==> config.mk <==
export PLATFORM = sky130hd
export DESIGN_NAME = delta_list_callout_queue_core
export DESIGN_NICKNAME = d
export VERILOG_FILES = /design/src/design/dlcq_pkg.sv /design/src/design/dlcq_ctrl.sv /design/src/design/dlcq_dp.sv /design/src/design/delta_list_callout_queue_core.sv
export SDC_FILE = /design/constraint.sdc
export NUM_CORES = 2
export LEC_CHECK = 0
export BUFFER_PORTS_ARGS = -buffer_cell sky130_fd_sc_hd__buf_2
export CAP_MARGIN = 20
export CORE_ASPECT_RATIO = 0.75
export CORE_MARGIN = 2
export CORE_UTILIZATION = 50
export DETAILED_ROUTE_END_ITERATION = 8
export PLACE_DENSITY = 0.68
export SYNTH_ARGS = -nofsm -noshare
export SYNTH_HDL_FRONTEND = slang
export SYNTH_SLANG_ARGS = --single-unit
==> constraint.sdc <==
create_clock -name aclk -period 8.12 [get_ports aclk]
set_clock_uncertainty 0.1 [all_clocks]
set_input_delay 0.812 -clock aclk [delete_from_list [all_inputs] [get_ports aclk]]
set_output_delay 0.812 -clock aclk [all_outputs]
set_load 0.01 [all_outputs]
==> src/design/dlcq_pkg.sv <==
package dlcq_pkg;

    localparam int QUEUE_DEPTH = 32;
    localparam int IDX_W       = $clog2(QUEUE_DEPTH);
    localparam int PTR_W       = $clog2(QUEUE_DEPTH + 1);
    localparam int SUM_W       = 32 + PTR_W + 1;
    localparam int TAG_W       = 16;
    localparam int DELAY_W     = 31;
    localparam int VAL_W       = 32;

    localparam logic [PTR_W-1:0] NIL_PTR = PTR_W'(QUEUE_DEPTH);

    typedef enum logic [1:0] {
        OP_TICK     = 2'd0,
        OP_INSERT   = 2'd1,
        OP_REMOVE   = 2'd2,
        OP_RESERVED = 2'd3
    } opcode_t;

    typedef enum logic [2:0] {
        KIND_EXPIRED   = 3'd0,
        KIND_INSERTED  = 3'd1,
        KIND_OVERFLOW  = 3'd2,
        KIND_REMOVED   = 3'd3,
        KIND_NOT_FOUND = 3'd4
    } kind_t;

    typedef enum logic [1:0] {
        CUR_KEEP,
        CUR_HEAD,
        CUR_FREE,
        CUR_LINK
    } cur_sel_t;

    typedef enum logic [3:0] {
        ST_IDLE,
        ST_OVF,
        ST_TDEC,
        ST_TSCAN,
        ST_IALLOC,
        ST_IWALK,
        ST_ILINK,
        ST_IFIN,
        ST_RWALK,
        ST_RMISS,
        ST_RUNLINK,
        ST_RFREE
    } state_t;

    typedef struct packed {
        logic     load;
        cur_sel_t cur_sel;
        logic     prev_step;
        logic     tdec;
        logic     ialloc;
        logic     iwalk;
        logic     ilink;
        logic     ifin;
        logic     rstep;
        logic     rmatch;
        logic     runlink;
        logic     rfree;
        logic     tpop;
        logic     send;
        kind_t    kind;
        logic     last;
    } dp_cmd_t;

    typedef struct packed {
        logic cur_nil;
        logic free_nil;
        logic dec_nonneg;
        logic walk_go;
        logic tag_hit;
        logic due;
        logic pend;
        logic allow;
        logic out_free;
    } dp_status_t;

endpackage

==> src/design/dlcq_ctrl.sv <==
module dlcq_ctrl (
    input  logic                 aclk,
    input  logic                 aresetn,
    input  logic                 s_valid,
    input  logic [1:0]           s_opcode,
    input  dlcq_pkg::dp_status_t status,
    output logic                 s_ready,
    output dlcq_pkg::dp_cmd_t    cmd
);

    dlcq_pkg::state_t state_reg;
    dlcq_pkg::state_t state_next;

    always_ff @(posedge aclk) begin
        if (!aresetn) begin
            state_reg <= dlcq_pkg::ST_IDLE;
        end else begin
            state_reg <= state_next;
        end
    end

    always_comb begin
        state_next = state_reg;
        case (state_reg)
            dlcq_pkg::ST_IDLE: begin
                if (s_valid) begin
                    case (s_opcode)
                        dlcq_pkg::OP_TICK:   state_next = dlcq_pkg::ST_TDEC;
                        dlcq_pkg::OP_INSERT: state_next = status.free_nil ?
                                                 dlcq_pkg::ST_OVF : dlcq_pkg::ST_IALLOC;
                        dlcq_pkg::OP_REMOVE: state_next = dlcq_pkg::ST_RWALK;
                        default:             state_next = dlcq_pkg::ST_IDLE;
                    endcase
                end
            end
            dlcq_pkg::ST_OVF: begin
                if (status.out_free) state_next = dlcq_pkg::ST_IDLE;
            end
            dlcq_pkg::ST_TDEC: begin
                if (status.cur_nil || status.dec_nonneg) state_next = dlcq_pkg::ST_TSCAN;
            end
            dlcq_pkg::ST_TSCAN: begin
                if (!status.allow) begin
                    state_next = dlcq_pkg::ST_IDLE;
                end else if (!(status.pend && !status.out_free) && !status.due) begin
                    state_next = dlcq_pkg::ST_IDLE;
                end
            end
            dlcq_pkg::ST_IALLOC:  state_next = dlcq_pkg::ST_IWALK;
            dlcq_pkg::ST_IWALK: begin
                if (!status.walk_go) state_next = dlcq_pkg::ST_ILINK;
            end
            dlcq_pkg::ST_ILINK:   state_next = dlcq_pkg::ST_IFIN;
            dlcq_pkg::ST_IFIN: begin
                if (status.out_free) state_next = dlcq_pkg::ST_IDLE;
            end
            dlcq_pkg::ST_RWALK: begin
                if (status.cur_nil) begin
                    state_next = dlcq_pkg::ST_RMISS;
                end else if (status.tag_hit) begin
                    state_next = dlcq_pkg::ST_RUNLINK;
                end
            end
            dlcq_pkg::ST_RMISS: begin
                if (status.out_free) state_next = dlcq_pkg::ST_IDLE;
            end
            dlcq_pkg::ST_RUNLINK: state_next = dlcq_pkg::ST_RFREE;
            dlcq_pkg::ST_RFREE: begin
                if (status.out_free) state_next = dlcq_pkg::ST_IDLE;
            end
            default: state_next = dlcq_pkg::ST_IDLE;
        endcase
    end

    always_comb begin
        cmd     = '0;
        s_ready = 1'b0;
        case (state_reg)
            dlcq_pkg::ST_IDLE: begin
                s_ready = 1'b1;
                if (s_valid) begin
                    cmd.load    = 1'b1;
                    cmd.cur_sel = (s_opcode == dlcq_pkg::OP_INSERT) ?
                                  dlcq_pkg::CUR_FREE : dlcq_pkg::CUR_HEAD;
                end
            end
            dlcq_pkg::ST_OVF: begin
                cmd.kind = dlcq_pkg::KIND_OVERFLOW;
                cmd.last = 1'b1;
                cmd.send = status.out_free;
            end
            dlcq_pkg::ST_TDEC: begin
                if (status.cur_nil) begin
                    cmd.cur_sel = dlcq_pkg::CUR_HEAD;
                end else begin
                    cmd.tdec    = 1'b1;
                    cmd.cur_sel = status.dec_nonneg ? dlcq_pkg::CUR_HEAD : dlcq_pkg::CUR_LINK;
                end
            end
            dlcq_pkg::ST_TSCAN: begin
                cmd.kind = dlcq_pkg::KIND_EXPIRED;
                cmd.last = !status.due;
                // hold while a pending expiry cannot leave yet
                if (status.allow && !(status.pend && !status.out_free)) begin
                    cmd.send = status.pend;
                    if (status.due) begin
                        cmd.tpop    = 1'b1;
                        cmd.cur_sel = dlcq_pkg::CUR_LINK;
                    end
                end
            end
            dlcq_pkg::ST_IALLOC: begin
                cmd.ialloc  = 1'b1;
                cmd.cur_sel = dlcq_pkg::CUR_HEAD;
            end
            dlcq_pkg::ST_IWALK: begin
                if (status.walk_go) begin
                    cmd.iwalk   = 1'b1;
                    cmd.cur_sel = dlcq_pkg::CUR_LINK;
                end
            end
            dlcq_pkg::ST_ILINK: cmd.ilink = 1'b1;
            dlcq_pkg::ST_IFIN: begin
                cmd.kind = dlcq_pkg::KIND_INSERTED;
                cmd.last = 1'b1;
                cmd.ifin = status.out_free;
                cmd.send = status.out_free;
            end
            dlcq_pkg::ST_RWALK: begin
                if (!status.cur_nil) begin
                    cmd.rstep   = 1'b1;
                    cmd.cur_sel = dlcq_pkg::CUR_LINK;
                    if (status.tag_hit) begin
                        cmd.rmatch = 1'b1;
                    end else begin
                        cmd.prev_step = 1'b1;
                    end
                end
            end
            dlcq_pkg::ST_RMISS: begin
                cmd.kind = dlcq_pkg::KIND_NOT_FOUND;
                cmd.last = 1'b1;
                cmd.send = status.out_free;
            end
            dlcq_pkg::ST_RUNLINK: cmd.runlink = 1'b1;
            dlcq_pkg::ST_RFREE: begin
                cmd.kind  = dlcq_pkg::KIND_REMOVED;
                cmd.last  = 1'b1;
                cmd.rfree = status.out_free;
                cmd.send  = status.out_free;
            end
            default: cmd = '0;
        endcase
    end

endmodule

==> src/design/dlcq_dp.sv <==
module dlcq_dp (
    input  logic                          aclk,
    input  logic                          aresetn,
    input  dlcq_pkg::dp_cmd_t             cmd,
    input  logic [dlcq_pkg::TAG_W-1:0]    s_timer_tag,
    input  logic [dlcq_pkg::DELAY_W-1:0]  s_delay_ticks,
    input  logic                          s_dispatch_allowed,
    input  logic                          m_ready,
    output dlcq_pkg::dp_status_t          status,
    output logic                          m_valid,
    output logic [2:0]                    m_result_kind,
    output logic [dlcq_pkg::TAG_W-1:0]    m_result_tag,
    output logic signed [dlcq_pkg::VAL_W-1:0] m_result_value,
    output logic                          m_last_result
);

    localparam int DEPTH = dlcq_pkg::QUEUE_DEPTH;
    localparam int IW    = dlcq_pkg::IDX_W;
    localparam int PW    = dlcq_pkg::PTR_W;
    localparam int SW    = dlcq_pkg::SUM_W;
    localparam int VW    = dlcq_pkg::VAL_W;
    localparam int TW    = dlcq_pkg::TAG_W;

    localparam logic signed [VW-1:0] VAL_MIN  = {1'b1, {(VW-1){1'b0}}};
    localparam logic signed [VW-1:0] VAL_MAX  = {1'b0, {(VW-1){1'b1}}};
    localparam logic signed [VW-1:0] VAL_ZERO = {VW{1'b0}};

    function automatic logic signed [VW-1:0] sat_val(input logic signed [SW-1:0] v);
        logic signed [SW-1:0] lo;
        logic signed [SW-1:0] hi;
        lo = SW'(VAL_MIN);
        hi = SW'(VAL_MAX);
        if (v > hi) return VAL_MAX;
        if (v < lo) return VAL_MIN;
        return v[VW-1:0];
    endfunction

    logic signed [VW-1:0] delta_mem [DEPTH];
    logic [TW-1:0]        tag_mem   [DEPTH];
    logic [PW-1:0]        link_mem  [DEPTH];

    logic [PW-1:0]        head_reg, head_next;
    logic [PW-1:0]        free_reg, free_next;
    logic [PW-1:0]        cur_reg,  cur_next;
    logic [PW-1:0]        prev_reg, prev_next;
    logic [PW-1:0]        e_reg,    e_next;
    logic signed [VW-1:0] t_reg,    t_next;
    logic signed [VW-1:0] d_reg,    d_next;
    logic signed [SW-1:0] sum_reg,  sum_next;
    logic [TW-1:0]        tag_reg,  tag_next;
    logic                 allow_reg, allow_next;
    logic                 pend_reg, pend_next;
    logic [TW-1:0]        pend_tag_reg, pend_tag_next;
    logic signed [VW-1:0] pend_val_reg, pend_val_next;
    logic                 m_valid_reg, m_valid_next;
    logic [2:0]           kind_reg, kind_next;
    logic [TW-1:0]        otag_reg, otag_next;
    logic signed [VW-1:0] oval_reg, oval_next;
    logic                 olast_reg, olast_next;

    logic [IW-1:0]        cur_idx;
    logic signed [VW-1:0] rd_delta;
    logic [TW-1:0]        rd_tag;
    logic [PW-1:0]        rd_link;
    logic signed [VW-1:0] dec_val;
    logic signed [VW-1:0] sub_val;
    logic signed [VW-1:0] add_val;
    logic                 cur_nil;
    logic                 prev_nil;
    logic                 out_free;

    logic                 link_we;
    logic [IW-1:0]        link_wa;
    logic [PW-1:0]        link_wd;
    logic                 delta_we;
    logic [IW-1:0]        delta_wa;
    logic signed [VW-1:0] delta_wd;

    assign cur_idx  = cur_reg[IW-1:0];
    assign rd_delta = delta_mem[cur_idx];
    assign rd_tag   = tag_mem[cur_idx];
    assign rd_link  = link_mem[cur_idx];
    assign cur_nil  = (cur_reg == dlcq_pkg::NIL_PTR);
    assign prev_nil = (prev_reg == dlcq_pkg::NIL_PTR);
    assign out_free = !m_valid_reg || m_ready;

    // decrement floors at the most negative value
    assign dec_val = (rd_delta == VAL_MIN) ? rd_delta : rd_delta - VW'(1);
    assign sub_val = sat_val(SW'(rd_delta) - SW'(t_reg));
    assign add_val = sat_val(SW'(rd_delta) + SW'(d_reg));

    always_comb begin
        status            = '0;
        status.cur_nil    = cur_nil;
        status.free_nil   = (free_reg == dlcq_pkg::NIL_PTR);
        status.dec_nonneg = !dec_val[VW-1];
        status.walk_go    = !cur_nil && (rd_delta < t_reg);
        status.tag_hit    = (rd_tag == tag_reg);
        status.due        = !cur_nil && (rd_delta <= VAL_ZERO);
        status.pend       = pend_reg;
        status.allow      = allow_reg;
        status.out_free   = out_free;
    end

    always_comb begin
        link_we = 1'b0;
        link_wa = '0;
        link_wd = dlcq_pkg::NIL_PTR;
        if (cmd.ilink && !prev_nil) begin
            link_we = 1'b1;
            link_wa = prev_reg[IW-1:0];
            link_wd = e_reg;
        end else if (cmd.runlink && !prev_nil) begin
            link_we = 1'b1;
            link_wa = prev_reg[IW-1:0];
            link_wd = cur_reg;
        end else if (cmd.ifin) begin
            link_we = 1'b1;
            link_wa = e_reg[IW-1:0];
            link_wd = cur_reg;
        end else if (cmd.rfree) begin
            link_we = 1'b1;
            link_wa = e_reg[IW-1:0];
            link_wd = free_reg;
        end else if (cmd.tpop) begin
            link_we = 1'b1;
            link_wa = cur_idx;
            link_wd = free_reg;
        end
    end

    always_comb begin
        delta_we = 1'b0;
        delta_wa = cur_idx;
        delta_wd = dec_val;
        if (cmd.tdec) begin
            delta_we = 1'b1;
        end else if (cmd.ilink && !cur_nil) begin
            delta_we = 1'b1;
            delta_wd = sub_val;
        end else if (cmd.ifin) begin
            delta_we = 1'b1;
            delta_wa = e_reg[IW-1:0];
            delta_wd = t_reg;
        end else if (cmd.runlink && !cur_nil && (d_reg > VAL_ZERO)) begin
            delta_we = 1'b1;
            delta_wd = add_val;
        end
    end

    always_ff @(posedge aclk) begin
        if (delta_we) delta_mem[delta_wa] <= delta_wd;
        if (cmd.ialloc) tag_mem[cur_idx] <= tag_reg;
    end

    always_ff @(posedge aclk) begin
        if (!aresetn) begin
            for (int i = 0; i < DEPTH; i++) begin
                link_mem[i] <= (i + 1 < DEPTH) ? PW'(i + 1) : dlcq_pkg::NIL_PTR;
            end
        end else if (link_we) begin
            link_mem[link_wa] <= link_wd;
        end
    end

    always_comb begin
        head_next     = head_reg;
        free_next     = free_reg;
        cur_next      = cur_reg;
        prev_next     = prev_reg;
        e_next        = e_reg;
        t_next        = t_reg;
        d_next        = d_reg;
        sum_next      = sum_reg;
        tag_next      = tag_reg;
        allow_next    = allow_reg;
        pend_next     = pend_reg;
        pend_tag_next = pend_tag_reg;
        pend_val_next = pend_val_reg;
        m_valid_next  = m_valid_reg && !m_ready;
        kind_next     = kind_reg;
        otag_next     = otag_reg;
        oval_next     = oval_reg;
        olast_next    = olast_reg;

        if (cmd.load) begin
            tag_next   = s_timer_tag;
            allow_next = s_dispatch_allowed;
            prev_next  = dlcq_pkg::NIL_PTR;
            sum_next   = '0;
            t_next     = (s_delay_ticks == '0) ? VW'(1) : VW'(s_delay_ticks);
        end

        if (cmd.ialloc) begin
            e_next    = cur_reg;
            free_next = rd_link;
        end
        if (cmd.iwalk) begin
            if (rd_delta > VAL_ZERO) t_next = t_reg - rd_delta;
            prev_next = cur_reg;
        end
        if (cmd.prev_step) prev_next = cur_reg;
        if (cmd.ilink && prev_nil) head_next = e_reg;

        if (cmd.rstep) sum_next = sum_reg + SW'(rd_delta);
        if (cmd.rmatch) begin
            e_next = cur_reg;
            d_next = rd_delta;
        end
        if (cmd.runlink && prev_nil) head_next = cur_reg;
        if (cmd.rfree) free_next = e_reg;

        if (cmd.tpop) begin
            head_next     = rd_link;
            free_next     = cur_reg;
            pend_tag_next = rd_tag;
            pend_val_next = rd_delta;
        end
        if (cmd.tpop) begin
            pend_next = 1'b1;
        end else if (cmd.send) begin
            pend_next = 1'b0;
        end

        case (cmd.cur_sel)
            dlcq_pkg::CUR_HEAD: cur_next = head_reg;
            dlcq_pkg::CUR_FREE: cur_next = free_reg;
            dlcq_pkg::CUR_LINK: cur_next = rd_link;
            default:            cur_next = cur_reg;
        endcase

        if (cmd.send) begin
            m_valid_next = 1'b1;
            kind_next    = cmd.kind;
            olast_next   = cmd.last;
            otag_next    = (cmd.kind == dlcq_pkg::KIND_EXPIRED) ? pend_tag_reg : tag_reg;
            case (cmd.kind)
                dlcq_pkg::KIND_EXPIRED: oval_next = pend_val_reg;
                dlcq_pkg::KIND_REMOVED: oval_next = sat_val(sum_reg);
                default:                oval_next = '0;
            endcase
        end
    end

    always_ff @(posedge aclk) begin
        if (!aresetn) begin
            head_reg    <= dlcq_pkg::NIL_PTR;
            free_reg    <= '0;
            cur_reg     <= dlcq_pkg::NIL_PTR;
            prev_reg    <= dlcq_pkg::NIL_PTR;
            pend_reg    <= 1'b0;
            m_valid_reg <= 1'b0;
        end else begin
            head_reg    <= head_next;
            free_reg    <= free_next;
            cur_reg     <= cur_next;
            prev_reg    <= prev_next;
            pend_reg    <= pend_next;
            m_valid_reg <= m_valid_next;
        end
    end

    always_ff @(posedge aclk) begin
        e_reg        <= e_next;
        t_reg        <= t_next;
        d_reg        <= d_next;
        sum_reg      <= sum_next;
        tag_reg      <= tag_next;
        allow_reg    <= allow_next;
        pend_tag_reg <= pend_tag_next;
        pend_val_reg <= pend_val_next;
        kind_reg     <= kind_next;
        otag_reg     <= otag_next;
        oval_reg     <= oval_next;
        olast_reg    <= olast_next;
    end

    assign m_valid        = m_valid_reg;
    assign m_result_kind  = kind_reg;
    assign m_result_tag   = otag_reg;
    assign m_result_value = oval_reg;
    assign m_last_result  = olast_reg;

endmodule

==> src/design/delta_list_callout_queue_core.sv <==
// Timer queue kept as an ordered delta list over a pool of 32 entries with a
// free list. Requests are handled one at a time by a sequencer that walks the
// linked entries through a single read port, one entry per cycle unless a
// stalled result holds it. Insert allocates, walks past earlier entries, links
// and reports; remove walks to the match, unlinks and frees it, or reports a
// miss at the list end; tick decrements from the head until a delta stays
// non-negative, then dispatches due entries when allowed. The worst case is a
// dispatching tick over a full pool of due entries. A result register decouples
// the output; a stalled result holds the walk at its sending step.
module delta_list_callout_queue_core (
    input  logic                                  aclk,
    input  logic                                  aresetn,
    input  logic                                  s_valid,
    output logic                                  s_ready,
    input  logic [1:0]                            s_opcode,
    input  logic [dlcq_pkg::TAG_W-1:0]            s_timer_tag,
    input  logic [dlcq_pkg::DELAY_W-1:0]          s_delay_ticks,
    input  logic                                  s_dispatch_allowed,
    output logic                                  m_valid,
    input  logic                                  m_ready,
    output logic [2:0]                            m_result_kind,
    output logic [dlcq_pkg::TAG_W-1:0]            m_result_tag,
    output logic signed [dlcq_pkg::VAL_W-1:0]     m_result_value,
    output logic                                  m_last_result
);

    dlcq_pkg::dp_cmd_t    cmd;
    dlcq_pkg::dp_status_t status;

    dlcq_ctrl u_ctrl (
        .aclk     (aclk),
        .aresetn  (aresetn),
        .s_valid  (s_valid),
        .s_opcode (s_opcode),
        .status   (status),
        .s_ready  (s_ready),
        .cmd      (cmd)
    );

    dlcq_dp u_dp (
        .aclk               (aclk),
        .aresetn            (aresetn),
        .cmd                (cmd),
        .s_timer_tag        (s_timer_tag),
        .s_delay_ticks      (s_delay_ticks),
        .s_dispatch_allowed (s_dispatch_allowed),
        .m_ready            (m_ready),
        .status             (status),
        .m_valid            (m_valid),
        .m_result_kind      (m_result_kind),
        .m_result_tag       (m_result_tag),
        .m_result_value     (m_result_value),
        .m_last_result      (m_last_result)
    );

    // an unused opcode returns straight to idle
    a_reserved_idle: assert property (@(posedge aclk) disable iff (!aresetn)
        (s_valid && s_ready && s_opcode == dlcq_pkg::OP_RESERVED) |=> s_ready)
        else $error("reserved opcode did not return to idle");

    // every result other than an expiry ends its request
    a_single_last: assert property (@(posedge aclk) disable iff (!aresetn)
        (m_valid && m_result_kind != dlcq_pkg::KIND_EXPIRED) |-> m_last_result)
        else $error("single result request not marked last");

    a_zero_value: assert property (@(posedge aclk) disable iff (!aresetn)
        (m_valid && (m_result_kind == dlcq_pkg::KIND_INSERTED ||
                     m_result_kind == dlcq_pkg::KIND_OVERFLOW ||
                     m_result_kind == dlcq_pkg::KIND_NOT_FOUND)) |-> m_result_value == '0)
        else $error("nonzero value on insert, overflow or miss");

    a_lateness_sign: assert property (@(posedge aclk) disable iff (!aresetn)
        (m_valid && m_result_kind == dlcq_pkg::KIND_EXPIRED) |->
        (m_result_value[dlcq_pkg::VAL_W-1] || m_result_value == '0))
        else $error("expiry with positive lateness");

endmodule

==> impl_metrics.tcl <==
set metrics [dict create \
    numCtsBuffers 186 \
    critPathTopFamily "simple AND/OR/NAND/NOR gates" \
    firstDrtPassIters 8 \
    vias 54200 \
    synth_nets 5858 \
    whs_ns 0.0685 \
    finish.utilization_pct 56.3 \
    vdd.ir_drop.worst_mv 0.494 \
    status "finished clean" \
    ant_nets 0 \
    track_usage_pct 27.6 \
    p_leak_nw 32.4 \
    ys_seq_area_share_pct 67.3 \
    area_delta_synth_final_pct 12.2 \
    clkSinkCount 1989 \
    cts_resized 0 \
    wl_per_cell_um 29.6 \
    min_from "s_timer_tag[11]" \
    r2r_setup_slack_ns 0.38 \
    timing.final.crit_share_pct 95.3 \
    fin_ws_ns 0.384 \
    rsz0062_at_grt "false" \
    synth_area_leaders "edfxtp_1 (66%), mux4_2 (7.7%), mux2i_1 (3.6%)" \
    rows 133 \
    synthFlopType "edfxtp_1" \
    grt_pass1_wl_um 361000 \
    drive_above_1_share_pct 18.8 \
    synth_common_cells "edfxtp_1 (1922), nor2_1 (426), nand2_1 (346)" \
    ys_warn_count 0 \
    syn_area_per_cell_um2 15.5 \
    cp-end-kind "flip-flop" \
    worst-path-max-fanout 35 \
    slew_headroom_pct 16.0 \
    io-pin-count 108 \
    grt-ovfl-total 0 \
    die_area_um2 179000 \
    drcViolationCount 0 \
    setup_viol 0 \
    ys_async_sr_fraction_pct 0 \
    cp.arrival_ns 8.08 \
    power_mw 45.3 \
    h-tree-depth 4 \
    tritoncts "yes" \
    synth-edff-count 1922 \
    synth_seq_cells 1989 \
    grt_max_degree 113 \
    cpMostUsedCell "buf_4" \
    crit_type "flip-flop to flip-flop" \
    syn_area_um2 87800 \
    maxCapViolations 0 \
    yosys.area.top_type_share_pct 65.7 \
    slew_violations 0 \
    fin_nets 6118 \
    hpwl_um 161000 \
    clk_path_buf_depth 3 \
    max_freq_mhz 129 \
    synth_cell_types 101 \
    reg.largest.list "u_dp.delta_mem x1024, u_dp.tag_mem x512, u_dp.link_mem x192" \
    crit_buf_inv 5 \
    antenna_found_initial 7 \
    worstSkewPairLatency_ns 0.84 \
    yosysMostFrequentCell "edfxtp_1" \
    holdPathStages 1 \
    regMostFlops "u_dp.delta_mem" \
    crit_slowest_cell "a221o_1" \
    hold_buffers 0 \
    die_w_um 488 \
    fin_tns_setup_ns 0 \
    dr.first_iter.drc_count 8371 \
    drt-total-wl_um 250000 \
    initial_core_util_pct 50.2 \
    finalHoldViolations 0 \
    core_um2 175000 \
    reg2regPathDepth 16 \
    root_buffer "clkbuf_16" \
    cellPowerDensity_nw_per_um2 460 \
    portBuffers 107 \
    path_cells "buf_12 -> buf_12 -> buf_4 -> mux4_2 -> a22o_1 -> a221oi_1 -> nand3_1 -> buf_4 -> nor3_1 -> nand4_2 -> nor4_4 -> buf_4 -> or3_1 -> nor3_1 -> xnor2_1 -> a221o_1" \
    place_congestion 0.962 \
    yosys.area.top_type "edfxtp_1" \
    cts_setup_buffers 0 \
    largest_register_ffs 1024 \
    period_minus_slack_ns 7.74 \
    pre_cts_slack_ns 0.657 \
    cp-start-kind "flip-flop" \
    drt-vias-per-instance 6.42 \
    die_h_um 367 \
    grt_pass1_vias 51400 \
    syn_inst 5665 \
    cts.clk_slew.worst_paths_ns 0.06 \
    r2r_end "u_dp.delta_mem[10][17]" \
    critPathRequiredTime_ns 8.47 \
    max_stage_delay_ns 0.96 \
    holdCritPathClass "input pin to flip-flop" \
    worstMarginPinSlew_ns 1.25 \
    hold_path_end "u_dp.tag_reg[11]" \
]
-- per-layer routing --
metal / up-vias / global-route usage, % / wire length (µm)
met4: 0 / 6.74 / 5820
met2: 3288 / 39.1 / 107000
met3: 344 / 5.61 / 28300
met5: - / 0 / 0
met1: 27700 / 43.6 / 108000
li1: 22800 / - / -
-- worst reg2reg max path: cells and delay by family (launching register included) --
kind	cells	cell delay, ns
xor gates and xnor gates	1	0.29
AOI/OAI and AO/OA	3	1.48
buffers and inverters	5	1.54
DFF	1	0.82
muxes	1	0.53
and+or+nand+nor	6	2.59
-- how the worst max path moves through the flow --
stage	slack (ns)	startpoint	to	cells past startpoint
after floorplan	0.45	flip-flop	u_dp.delta_mem[0][8]	30
after global placement	0.70	flip-flop	u_dp.link_mem[0][3]	15
after CTS	0.59	flip-flop	u_dp.delta_mem[26][6]	18
after global routing	0.18	flip-flop	u_dp.link_mem[4][2]	15
final	0.38	flip-flop	u_dp.delta_mem[10][17]	16
after detailed placement	0.66	flip-flop	u_dp.delta_mem[7][26]	18
-- cell families (layout without fill, tap and decap cells) --
kind of cell,count (synthesis),in the layout,synth area share [%]
compound gates,1005,1005,7.74
xor+xnor,153,153,1.53
fa+ha+maj,140,140,2.03
buf+inv,417,825,2.37
flops,1989,1989,67.3
mux,679,679,12.2
other cells,0,1,0
simple gates,1282,1282,6.93
-- stage by stage --
| step | instance area, µm² | std cells |
|---|---|---|
| finish | 98500 | 8436 |
| global route | 98500 | 8435 |
| CTS | 98100 | 8415 |
| detailed placement | 92100 | 8079 |
| global placement | 92100 | 8077 |
| floorplan | 87800 | 5665 |
-- layout make-up --
type	instances	area, µm²
Antenna cell	1	2.50
Clock buffer	232	4940
Clock inverter	104	1040
Fill cell	13400	76400
Inverter	107	403
Multi-Input combinational cell	3259	27100
Sequential cell	1989	59100
Tap cell	2362	2960
Timing Repair Buffer	382	2940
-- power by group --
part           internal [mW]  total [mW]  switching, mW
clock                   4.84        8.67           3.84
combinational           7.30        21.5           14.2
sequential              14.8        15.2          0.440
-- cell usage in the layout (no fill, tap or decap), types with 30 or more instances in the layout --
cell type,netlist,final
nor4_1,35,35
clkinv_1,0,39
a221oi_1,30,30
clkbuf_1,174,39
o21ai_0,180,176
nor2_4,0,36
nand4_1,34,34
nand3_1,140,139
mux2i_1,314,313
a21o_1,103,103
clkbuf_16,0,190
nand2b_1,43,43
o211ai_1,34,34
dfxtp_1,67,62
ha_1,135,135
mux2_2,61,61
nand2_1,346,345
a21oi_1,204,203
xor2_1,54,54
a22o_1,31,31
a22oi_1,166,166
edfxtp_1,1922,1922
nor3_1,51,50
and2_1,30,30
nor2_1,426,366
nor2b_1,34,30
mux4_2,301,301
buf_2,58,108
buf_4,20,244
xnor2_1,99,99
inv_1,104,103
and3_1,31,31
No activity file was read; power rests on OpenSTA's default activity.
